===== config.mk =====
export PLATFORM = sky130hd
export DESIGN_NAME = stable_priority_queue_flat
export DESIGN_NICKNAME = d
export VERILOG_FILES = /design/src/hw/rtl/spq_pkg.sv /design/src/hw/rtl/spq_in_if.sv /design/src/hw/rtl/spq_out_if.sv /design/src/hw/rtl/spq_cell.sv /design/src/hw/rtl/stable_priority_queue.sv /design/src/flat_wrapper.sv
export SDC_FILE = /design/constraint.sdc
export NUM_CORES = 2
export LEC_CHECK = 0
export BUFFER_PORTS_ARGS = -buffer_cell sky130_fd_sc_hd__buf_2
export CAP_MARGIN = 25
export CELL_PAD_IN_SITES_DETAIL_PLACEMENT = 0
export CELL_PAD_IN_SITES_GLOBAL_PLACEMENT = 1
export CORE_MARGIN = 2
export CORE_UTILIZATION = 33
export CTS_BUF_LIST = sky130_fd_sc_hd__clkbuf_4 sky130_fd_sc_hd__clkbuf_8 sky130_fd_sc_hd__clkbuf_16
export DETAILED_ROUTE_END_ITERATION = 12
export PLACE_DENSITY = 0.61
export SYNTH_ARGS = -nofsm -noshare
export SYNTH_HDL_FRONTEND = slang
export SYNTH_HIERARCHICAL = 1
export SYNTH_SLANG_ARGS = --single-unit

===== constraint.sdc =====
create_clock -name clk -period 10.2 [get_ports clk]
set_input_delay 1.53 -clock clk [delete_from_list [all_inputs] [get_ports clk]]
set_output_delay 1.53 -clock clk [all_outputs]
set_load 0.02 [all_outputs]

===== src/hw/rtl/spq_pkg.sv =====
// ----------------------------------------------------------------------------
// spq_pkg: shared definitions for the stable priority queue
// Opcodes, default sizes, the configuration register format and the control
// bundle that the top level broadcasts to every storage cell.
// ----------------------------------------------------------------------------
package spq_pkg;

  localparam int DEFAULT_DEPTH         = 16;
  localparam int DEFAULT_PAYLOAD_WIDTH = 32;
  localparam int PRIO_WIDTH            = 64;
  localparam int OPCODE_WIDTH          = 2;
  localparam int CAP_WIDTH             = 5;
  localparam logic [CAP_WIDTH-1:0] CAP_RESET = CAP_WIDTH'(16);

  typedef enum logic [OPCODE_WIDTH-1:0] {
    OP_INSERT = 2'd0,
    OP_REMOVE = 2'd1,
    OP_PEEK   = 2'd2
  } spq_opcode_t;

  typedef enum logic {
    ST_OK    = 1'b0,
    ST_ERROR = 1'b1
  } spq_status_t;

  // Per-cycle command for the cell row.
  typedef struct packed {
    logic ins;  // sorted insert of the broadcast entry
    logic rem;  // pop the head, every cell takes its right neighbor
  } spq_ctrl_t;

endpackage


===== src/hw/rtl/spq_in_if.sv =====
// ----------------------------------------------------------------------------
// spq_in_if: operation channel of the stable priority queue
// Valid/ready channel carrying one opcode, payload and priority per beat.
// ----------------------------------------------------------------------------
interface spq_in_if
  import spq_pkg::*;
#(
  parameter int PAYLOAD_WIDTH = DEFAULT_PAYLOAD_WIDTH
) ();
  logic                           valid;
  logic                           ready;
  logic [OPCODE_WIDTH-1:0]        opcode;
  logic [PAYLOAD_WIDTH-1:0]       in_payload;
  logic signed [PRIO_WIDTH-1:0]   in_priority;

  modport source (output valid, opcode, in_payload, in_priority, input ready);
  modport sink   (input valid, opcode, in_payload, in_priority, output ready);
endinterface


===== src/hw/rtl/spq_out_if.sv =====
// ----------------------------------------------------------------------------
// spq_out_if: result channel of the stable priority queue
// Valid/ready channel carrying status, head entry, count and flags per beat.
// ----------------------------------------------------------------------------
interface spq_out_if
  import spq_pkg::*;
#(
  parameter int PAYLOAD_WIDTH = DEFAULT_PAYLOAD_WIDTH,
  parameter int COUNT_WIDTH   = $clog2(DEFAULT_DEPTH + 1)
) ();
  logic                           valid;
  logic                           ready;
  logic                           status;
  logic [PAYLOAD_WIDTH-1:0]       out_payload;
  logic signed [PRIO_WIDTH-1:0]   out_priority;
  logic [COUNT_WIDTH-1:0]         entry_count;
  logic                           is_empty;
  logic                           is_full;

  modport source (output valid, status, out_payload, out_priority, entry_count,
                  is_empty, is_full, input ready);
  modport sink   (input valid, status, out_payload, out_priority, entry_count,
                  is_empty, is_full, output ready);
endinterface


===== src/hw/rtl/spq_cell.sv =====
// ----------------------------------------------------------------------------
// spq_cell: one slot of the sorted entry row
// Holds one entry, compares it with the broadcast priority and takes data
// from the new entry, its left neighbor or its right neighbor.
// ----------------------------------------------------------------------------
module spq_cell
  import spq_pkg::*;
#(
  parameter int PAYLOAD_WIDTH = DEFAULT_PAYLOAD_WIDTH
) (
  input  logic                         clk,
  input  spq_ctrl_t                    ctrl,
  input  logic                         slot_valid,
  input  logic [PAYLOAD_WIDTH-1:0]     new_payload,
  input  logic signed [PRIO_WIDTH-1:0] new_priority,
  input  logic                         left_gt,
  input  logic [PAYLOAD_WIDTH-1:0]     left_payload,
  input  logic signed [PRIO_WIDTH-1:0] left_priority,
  input  logic [PAYLOAD_WIDTH-1:0]     right_payload,
  input  logic signed [PRIO_WIDTH-1:0] right_priority,
  output logic                         gt,
  output logic [PAYLOAD_WIDTH-1:0]     payload,
  output logic signed [PRIO_WIDTH-1:0] priority_val
);

  logic [PAYLOAD_WIDTH-1:0]     payload_r, payload_nxt;
  logic signed [PRIO_WIDTH-1:0] priority_r, priority_nxt;

  // An empty slot counts as greater, so the row reads as one sorted run.
  // Equal priorities are not greater, which keeps arrival order.
  assign gt = !slot_valid || (priority_r > new_priority);

  always_comb begin
    payload_nxt  = payload_r;
    priority_nxt = priority_r;
    if (ctrl.ins && gt) begin
      if (left_gt) begin
        payload_nxt  = left_payload;
        priority_nxt = left_priority;
      end else begin
        payload_nxt  = new_payload;
        priority_nxt = new_priority;
      end
    end else if (ctrl.rem) begin
      payload_nxt  = right_payload;
      priority_nxt = right_priority;
    end
  end

  always_ff @(posedge clk) begin
    payload_r  <= payload_nxt;
    priority_r <= priority_nxt;
  end

  assign payload      = payload_r;
  assign priority_val = priority_r;

endmodule


===== src/hw/rtl/stable_priority_queue.sv =====
// ----------------------------------------------------------------------------
// stable_priority_queue: bounded stable minimum priority queue
// Sorted row of compare-and-shift cells with a registered result beat.
// ----------------------------------------------------------------------------
// The queue takes one operation beat per clock cycle (insert, remove head,
// peek head) and returns exactly one result beat for each, in the next cycle,
// through an output register; a new operation is taken in the same cycle
// that the pending result is taken, so the sustained rate is one beat per
// cycle. Entries live in a row of DEPTH cells kept in ascending signed
// priority order, slot 0 being the head. On an insert every cell compares
// its own priority with the new one in parallel, and the cells at and
// beyond the insertion point each take their left neighbor's entry while
// the first of them takes the new entry; a remove makes every cell take its
// right neighbor. Entries of equal priority leave in arrival order. Insert
// on a full queue and remove or peek on an empty one report an error and
// change nothing. The capacity register limits how many entries are held:
// zero acts as one and values above DEPTH act as DEPTH; lowering it below
// the current count keeps the entries, which can still be removed.
// ----------------------------------------------------------------------------
module stable_priority_queue
  import spq_pkg::*;
#(
  parameter int DEPTH         = DEFAULT_DEPTH,
  parameter int PAYLOAD_WIDTH = DEFAULT_PAYLOAD_WIDTH
) (
  input  logic                 clk,
  input  logic                 rst_n,
  spq_in_if.sink               in_ch,
  spq_out_if.source            out_ch,
  input  logic                 cfg_we,
  input  logic [CAP_WIDTH-1:0] cfg_wdata
);

  localparam int COUNT_WIDTH = $clog2(DEPTH + 1);
  // Width that holds both the count and the raw capacity register.
  localparam int CMP_WIDTH   = (COUNT_WIDTH > CAP_WIDTH) ? COUNT_WIDTH : CAP_WIDTH;

  // Capacity register and entry count.
  logic [CAP_WIDTH-1:0]   cap_r;
  logic [COUNT_WIDTH-1:0] count_r, count_nxt;

  // Result register.
  logic                         out_valid_r, out_valid_nxt;
  logic                         status_r, status_nxt;
  logic [PAYLOAD_WIDTH-1:0]     out_payload_r, out_payload_nxt;
  logic signed [PRIO_WIDTH-1:0] out_priority_r, out_priority_nxt;
  logic                         is_full_r, is_full_nxt;

  // Cell row taps.
  logic                         cell_gt  [DEPTH];
  logic [PAYLOAD_WIDTH-1:0]     cell_pay [DEPTH];
  logic signed [PRIO_WIDTH-1:0] cell_pri [DEPTH];

  logic                 accept;
  logic [CMP_WIDTH-1:0] eff_cap;
  logic                 full_now;
  logic                 empty_now;
  spq_ctrl_t            ctrl;
  spq_opcode_t          op;

  // The input side only waits while a result is held and not being taken.
  assign in_ch.ready = !out_valid_r || out_ch.ready;
  assign accept      = in_ch.valid && in_ch.ready;
  assign op          = spq_opcode_t'(in_ch.opcode);

  // Effective capacity: zero behaves as one, anything past DEPTH as DEPTH.
  always_comb begin
    if (cap_r == '0) begin
      eff_cap = CMP_WIDTH'(1);
    end else if (CMP_WIDTH'(cap_r) > CMP_WIDTH'(DEPTH)) begin
      eff_cap = CMP_WIDTH'(DEPTH);
    end else begin
      eff_cap = CMP_WIDTH'(cap_r);
    end
  end

  assign full_now  = CMP_WIDTH'(count_r) >= eff_cap;
  assign empty_now = (count_r == '0);

  // Decode the operation, build the cell command and the result beat.
  always_comb begin
    ctrl             = '0;
    count_nxt        = count_r;
    status_nxt       = status_r;
    out_payload_nxt  = out_payload_r;
    out_priority_nxt = out_priority_r;
    out_valid_nxt    = out_valid_r;
    if (out_ch.ready) begin
      out_valid_nxt = 1'b0;
    end
    if (accept) begin
      out_valid_nxt    = 1'b1;
      status_nxt       = ST_OK;
      out_payload_nxt  = '0;
      out_priority_nxt = '0;
      case (op)
        OP_INSERT: begin
          if (full_now) begin
            status_nxt = ST_ERROR;
          end else begin
            ctrl.ins  = 1'b1;
            count_nxt = count_r + COUNT_WIDTH'(1);
          end
        end
        OP_REMOVE, OP_PEEK: begin
          if (empty_now) begin
            status_nxt = ST_ERROR;
          end else begin
            out_payload_nxt  = cell_pay[0];
            out_priority_nxt = cell_pri[0];
            if (op == OP_REMOVE) begin
              ctrl.rem  = 1'b1;
              count_nxt = count_r - COUNT_WIDTH'(1);
            end
          end
        end
        default: begin
          status_nxt = ST_ERROR;
        end
      endcase
    end
    // The full flag reports the count after this operation.
    is_full_nxt = (CMP_WIDTH'(count_nxt) >= eff_cap);
    if (!accept) begin
      is_full_nxt = is_full_r;
    end
  end

  always_ff @(posedge clk) begin
    if (!rst_n) begin
      cap_r       <= CAP_RESET;
      count_r     <= '0;
      out_valid_r <= 1'b0;
    end else begin
      if (cfg_we) begin
        cap_r <= cfg_wdata;
      end
      count_r     <= count_nxt;
      out_valid_r <= out_valid_nxt;
    end
  end

  always_ff @(posedge clk) begin
    status_r       <= status_nxt;
    out_payload_r  <= out_payload_nxt;
    out_priority_r <= out_priority_nxt;
    is_full_r      <= is_full_nxt;
  end

  // The row of cells. A slot is occupied when its index is below the count.
  for (genvar i = 0; i < DEPTH; i++) begin : g_cell
    logic                         left_gt;
    logic [PAYLOAD_WIDTH-1:0]     left_pay, right_pay;
    logic signed [PRIO_WIDTH-1:0] left_pri, right_pri;

    if (i == 0) begin : g_head
      // The head has no left neighbor; it takes the new entry when greater.
      assign left_gt  = 1'b0;
      assign left_pay = cell_pay[i];
      assign left_pri = cell_pri[i];
    end else begin : g_body
      assign left_gt  = cell_gt[i-1];
      assign left_pay = cell_pay[i-1];
      assign left_pri = cell_pri[i-1];
    end

    if (i == DEPTH - 1) begin : g_tail
      // Nothing comes from beyond the tail; the slot becomes free anyway.
      assign right_pay = cell_pay[i];
      assign right_pri = cell_pri[i];
    end else begin : g_mid
      assign right_pay = cell_pay[i+1];
      assign right_pri = cell_pri[i+1];
    end

    spq_cell #(
      .PAYLOAD_WIDTH(PAYLOAD_WIDTH)
    ) u_cell (
      .clk           (clk),
      .ctrl          (ctrl),
      .slot_valid    (COUNT_WIDTH'(i) < count_r),
      .new_payload   (in_ch.in_payload),
      .new_priority  (in_ch.in_priority),
      .left_gt       (left_gt),
      .left_payload  (left_pay),
      .left_priority (left_pri),
      .right_payload (right_pay),
      .right_priority(right_pri),
      .gt            (cell_gt[i]),
      .payload       (cell_pay[i]),
      .priority_val  (cell_pri[i])
    );
  end

  // Result beat; count and empty flag follow the live count register,
  // which holds the value after the operation of the pending beat.
  assign out_ch.valid        = out_valid_r;
  assign out_ch.status       = status_r;
  assign out_ch.out_payload  = out_payload_r;
  assign out_ch.out_priority = out_priority_r;
  assign out_ch.entry_count  = count_r;
  assign out_ch.is_empty     = (count_r == '0);
  assign out_ch.is_full      = is_full_r;

  // The count never passes the number of built cells.
  a_count_bound: assert property (@(posedge clk) disable iff (!rst_n)
    CMP_WIDTH'(count_r) <= CMP_WIDTH'(DEPTH))
    else $error("entry count exceeds depth");

  // A successful insert grows the count by exactly one.
  a_insert_count: assert property (@(posedge clk) disable iff (!rst_n)
    ctrl.ins |=> (count_r == $past(count_r) + COUNT_WIDTH'(1)))
    else $error("insert did not advance the count");

  // A peek leaves the count alone.
  a_peek_stable: assert property (@(posedge clk) disable iff (!rst_n)
    (accept && op == OP_PEEK) |=> $stable(count_r))
    else $error("peek changed the count");

  // The two front slots stay in ascending order.
  a_head_sorted: assert property (@(posedge clk) disable iff (!rst_n)
    (CMP_WIDTH'(count_r) >= CMP_WIDTH'(2)) |-> (cell_pri[0] <= cell_pri[1]))
    else $error("head slots out of order");

  // Only one row command can be active in a cycle.
  a_one_cmd: assert property (@(posedge clk) disable iff (!rst_n)
    !(ctrl.ins && ctrl.rem))
    else $error("insert and remove issued together");

endmodule


===== src/flat_wrapper.sv =====
// flat-port wrapper written by rule: the top's interface ports become plain ports
module stable_priority_queue_flat import spq_pkg::*;
#(
  parameter int DEPTH         = DEFAULT_DEPTH,
  parameter int PAYLOAD_WIDTH = DEFAULT_PAYLOAD_WIDTH
)
  (clk, rst_n, cfg_we, cfg_wdata, in_ch_valid, in_ch_opcode, in_ch_in_payload, in_ch_in_priority, in_ch_ready, out_ch_valid, out_ch_status, out_ch_out_payload, out_ch_out_priority, out_ch_entry_count, out_ch_is_empty, out_ch_is_full, out_ch_ready);
  spq_in_if #(.PAYLOAD_WIDTH(PAYLOAD_WIDTH)) in_ch_i ();
  spq_out_if #(.PAYLOAD_WIDTH(PAYLOAD_WIDTH)) out_ch_i ();
  input  logic clk;
  input  logic rst_n;
  input  logic cfg_we;
  input  logic [CAP_WIDTH-1:0] cfg_wdata;
  input wire logic [$bits(in_ch_i.valid)-1:0] in_ch_valid;
  input wire logic [$bits(in_ch_i.opcode)-1:0] in_ch_opcode;
  input wire logic [$bits(in_ch_i.in_payload)-1:0] in_ch_in_payload;
  input wire logic [$bits(in_ch_i.in_priority)-1:0] in_ch_in_priority;
  output wire logic [$bits(in_ch_i.ready)-1:0] in_ch_ready;
  output wire logic [$bits(out_ch_i.valid)-1:0] out_ch_valid;
  output wire logic [$bits(out_ch_i.status)-1:0] out_ch_status;
  output wire logic [$bits(out_ch_i.out_payload)-1:0] out_ch_out_payload;
  output wire logic [$bits(out_ch_i.out_priority)-1:0] out_ch_out_priority;
  output wire logic [$bits(out_ch_i.entry_count)-1:0] out_ch_entry_count;
  output wire logic [$bits(out_ch_i.is_empty)-1:0] out_ch_is_empty;
  output wire logic [$bits(out_ch_i.is_full)-1:0] out_ch_is_full;
  input wire logic [$bits(out_ch_i.ready)-1:0] out_ch_ready;
  assign in_ch_i.valid = in_ch_valid;
  assign in_ch_i.opcode = in_ch_opcode;
  assign in_ch_i.in_payload = in_ch_in_payload;
  assign in_ch_i.in_priority = in_ch_in_priority;
  assign in_ch_ready = in_ch_i.ready;
  assign out_ch_valid = out_ch_i.valid;
  assign out_ch_status = out_ch_i.status;
  assign out_ch_out_payload = out_ch_i.out_payload;
  assign out_ch_out_priority = out_ch_i.out_priority;
  assign out_ch_entry_count = out_ch_i.entry_count;
  assign out_ch_is_empty = out_ch_i.is_empty;
  assign out_ch_is_full = out_ch_i.is_full;
  assign out_ch_i.ready = out_ch_ready;
  stable_priority_queue #(.DEPTH(DEPTH), .PAYLOAD_WIDTH(PAYLOAD_WIDTH)) u_core (.clk(clk), .rst_n(rst_n), .in_ch(in_ch_i), .out_ch(out_ch_i), .cfg_we(cfg_we), .cfg_wdata(cfg_wdata));
endmodule

# After elaboration in Yosys (flattened, before gate mapping)
# Index checks and enable logic that the tools add are counted.
[classes] mux=108 bitwise_logic=1 n_reduce_logical=72 magnitude_cmp=35 eq_ne=2 n_addsub=2
[op_table] cell="$mux W64" n=45
[op_table] cell="$mux W32" n=45
[op_table] cell="$gt A64 B64 Y1" n=16
[op_table] cell="$lt A4 B5 Y1 const A" n=8
[op_table] cell="$reduce_bool A2 Y1" n=16
[op_table] cell="$mux W5" n=6
[op_table] cell="$lt A3 B5 Y1 const A" n=4
[op_table] cell="$logic_and A1 B1 Y1" n=17
[op_table] cell="$logic_not A1 Y1" n=17
[op_table] cell="$logic_or A1 B1 Y1" n=17
[op_table] cell="$ge A5 B5 Y1" n=2
[op_table] cell="$logic_not A5 Y1" n=2
[op_table] cell="$lt A1 B5 Y1 const A" n=2
[op_table] cell="$lt A2 B5 Y1 const A" n=2
[op_table] cell="$pmux W5 S2" n=1
[op_table] cell="$mux W1" n=9
[op_table] cell="$add A5 B1 Y5 const B" n=1
[op_table] cell="$gt A5 B5 Y1 const B" n=1
[op_table] cell="$sub A5 B1 Y5 const B" n=1
[op_table] cell="$reduce_or A2 Y1" n=2
[op_table] cell="$eq A2 B1 Y1 const B" n=1
[op_table] cell="$eq A2 B2 Y1 const B" n=1
[op_table] cell="$logic_not A2 Y1" n=1
[op_table] cell="$mux W2" n=1
[op_table] cell="other kinds (2)" n=2
[totals] output_inout_bits=106 elab_cells=259 ff_bits=1645

# Depth between registers and ports, before layout
[depth] word_depth=9 depth_mapped=14 mapped_depth_nobuf=14

# Modules after synthesis
# Netlist, hierarchy kept.
[modules_own_cells] mod="spq_cell" instances=16 seq_area_each_um2=2882.8 cells_per_inst=613 area_each_um2=6810.3
[modules_own_cells] mod="stable_priority_queue" instances=1 seq_area_each_um2=3163.0 cells_per_inst=363 area_each_um2=4754.6

# Least setup slack after synthesis
# OpenSTA, ideal clock, no wires.
[synth_timing] path_kind="in2reg" startpoint="input port out_ch_ready" endpoint="register u_core.g_cell[0].u_cell.payload_r[0], enable pin" arrival_ns=7.863 setup_slack_ns=1.876 n_path_buf=3 stages=10 required_ns=9.739 setup_ns=0.461 path_cell_list="nand2b_1 buf_2 and2_1 nand2_1 nor2_1 inv_1 a31oi_1 buf_4 buf_6 or2_1"
[synth_rtl] item="start, declared" line_no="flat_wrapper.sv:26" text="input wire logic [$bits(out_ch_i.ready)-1:0] out_ch_ready;"
[synth_rtl] item="end signal, assigned" line_no="spq_cell.sv:51" text="payload_r <= payload_nxt;"
[synth_rtl] item="end, declared" line_no="spq_cell.sv:26" text="logic [PAYLOAD_WIDTH-1:0] payload_r, payload_nxt;"

# Final worst setup path
[layout_timing] startpoint="input port in_ch_in_priority[58]" endpoint="register u_core.g_cell[5].u_cell.payload_r[4], enable pin"
[layout_via] elab_chain_len=4
[layout_rtl] item="start, declared" line_no="flat_wrapper.sv:17" text="input wire logic [$bits(in_ch_i.in_priority)-1:0] in_ch_in_priority;"
[layout_rtl] item="$gt A64 B64 Y1" line_no="spq_cell.sv:31" text="assign gt = !slot_valid || (priority_r > new_priority);"
[layout_rtl] item="$logic_or A1 B1 Y1" line_no="spq_cell.sv:31"
[layout_rtl] item="$logic_and A1 B1 Y1" line_no="spq_cell.sv:36" text="if (ctrl.ins && gt) begin"
[layout_rtl] item="$reduce_bool A2 Y1 (no line)"
[layout_rtl] item="end signal, assigned" line_no="spq_cell.sv:51"
[layout_rtl] item="end, declared" line_no="spq_cell.sv:26"
# No other way between the ends.
# A chain may end at the register's enable or synchronous reset.

==> reports/summary.txt <==
Root Driver - clkbuf_16
CTS sink cnt - 1645
WP data required - 10700 ps
Synthesized Nets - 11318
CTS H-Tree Depth - 4
IO Pins - 214
Initial DRC Count - 6488
syn_area_per_cell - 11.2 um2
die width - 591 um
crit-path max FO - 60
largest net degree at the start of global routing - 160
CTS Buf Count - 204
DR vias/cell - 5.25
Max rail drop VDD - 0.135 mV
clock buffer depth - 4
Starting Density - 0.332
final setup fails - 0
status - finished, final reports clean
reported leakage power - 52.1 nW
Fin. Hold Viols - 0
CTS tree - yes
GRT Residual Overflow - 0
final slew viol count - 0
detailed-route via count - 78500
Area growth, synth to finish - 10.9%
GPL Wtd Cong - 0.856
Avg WL per Cell - 21.9 um
cell count after synthesis - 10170
vias in the first global route - 78378
post-CTS setup buffers - 0
clk_lat worst skew - 890 ps
Die Ht - 591 um
Worst R2R Setup Slack - 4760 ps
initial antenna violation count - 35
Rows - 215
worst-margin pin slew - 1360 ps
Core ar. - 0.343 mm2
Antenna Nets Post-Route - 0
routed wire length - 328 mm
worst hold start - u_core/cap_r[0]
FF-to-FF End - u_core/g_cell[5].u_cell/payload[4]
Reg-to-Reg Start - u_core/g_cell[5].u_cell/priority_val[59]
CTS resizes - 0
Slew HR - 0.0949
Worst Hold Margin - 522 ps
DRT Pass-1 Iters - 6
cell area after synthesis - 0.114 mm2
Die ar. - 0.349 mm2
Worst setup startpoint - in_ch_in_priority[58]
CP startpoint kind - primary input
Ys Warns - 6
FF-to-FF path depth - 9
crit path capture - u_core/g_cell[5].u_cell/payload[4]
global-route wire length before repair - 494 mm
MaxCap Viol Count - 0
RSZ-0062 raised after global routing - false
layout cells sized above 1 - 0.270
crit end category - flip-flop
Clock transition at path regs - 50 ps
# port buffers - 213
cts hold-fix bufs - 0
clock skew - 65.3 ps
Pwr Density - 136 mW/mm2
min Tclk post-route - 6230 ps
total track usage - 0.181
f_max - 0.160 GHz
Final nets - 11383
HP Class - reg -> reg
post-route setup TNS - 0 ps
Critical Path AT - 6730 ps
Detail Placement HPWL - 248 mm
DR DRC count - 0
Final period util - 0.611
Crit Path Class - in -> reg
filler instances - 33374
-- metal layers --
metal / wire length (um) / up-vias / part of all wire / GRT usage
li1: - / 37495 / - / -
met3: 16400 / 428 / 0.050 / 0.0223
met2: 134000 / 1958 / 0.41 / 0.265
met5: 147 / - / 0.00045 / 0
met1: 169000 / 38595 / 0.51 / 0.279
met4: 8250 / 24 / 0.025 / 0.0463
-- layout make-up --
type	instances	area, um2	area share
Timing Repair Buffer	326	2030	0.0161
Clock buffer	264	5590	0.0443
Inverter	1118	4200	0.0333
Clock inverter	92	776	0.00615
Antenna cell	10	25.0	0.000198
Tap cell	4557	5700	0.0452
Sequential cell	1645	49300	0.391
Multi-Input combinational cell	6940	58500	0.464
-- worst min path at each step --
stage	endpoint	slack, ps	cells past startpoint
after detailed placement	u_core/cap_r[1]	520	2
after global placement	u_core/cap_r[0]	480	2
final	u_core/cap_r[0]	520	2
after floorplan	u_core/cap_r[0]	460	2
after CTS	u_core/cap_r[1]	530	2
after global routing	u_core/cap_r[2]	560	2
-- critical path, stage by stage --
cell and delay (ps):
buf_2 470, inv_1 140, ha_1 330, nand4_1 220, nor4_4 660, nor3b_1 850, o31ai_1 310, a31oi_4 220
buf_4 550, or2_4 580, buf_4 690
-- state kept, by name, indices dropped and copies added, names as in the netlist --
| signal | flops |
|---|---|
| u_core/g_cell.u_cell/priority_val | 1024 |
| u_core/out_ch.is_full | 1 |
| u_core/out_ch.entry_count | 5 |
| u_core/out_ch.out_priority | 64 |
| u_core/g_cell.u_cell/payload | 512 |
| u_core/cap_r | 5 |
| u_core/out_ch.status | 1 |
| u_core/out_ch.out_payload | 32 |
| u_core/out_ch.valid | 1 |
-- where the power goes --
part | total (W) | internal [W] | switching (W)
Clock | 0.00714 | 0.00418 | 0.00296
Sequential | 0.00794 | 0.00774 | 0.000197
Combinational | 0.00212 | 0.000882 | 0.00124
-- through the flow --
step	total power, W	utilization	cells	setup slack (ps)	area, um2
after floorplan	0.00948	-	10170	1880	114000
after CTS	0.0174	0.367	14938	3940	126000
after global placement	0.0101	0.348	14570	2570	120000
final	0.0172	0.368	14952	3970	126000
after detailed placement	0.0102	0.349	14582	2990	120000
after global routing	0.0179	0.368	14947	3690	126000
-- cell usage in the layout (no fill, tap or decap), types with 18 or more instances in the layout --
master and count:
a221o_1 36, clkinv_1 46, nor3_1 19, clkinv_2 28, ha_1 1040, buf_2 223, o21ai_0 1111, mux2_4 464
o31a_1 18, nor2b_1 18, edfxtp_1 1634, inv_1 1118, nand4_1 240, o211ai_1 18, a21o_1 67, and2_1 100
nand2_1 1175, mux2_2 1600, nor4_1 45, nand3_1 167, a2111oi_0 41, clkbuf_16 206, nor2_1 60, buf_4 92
clkbuf_4 58, a21oi_1 407
Note: power is estimated with default switching activity, not from simulation.
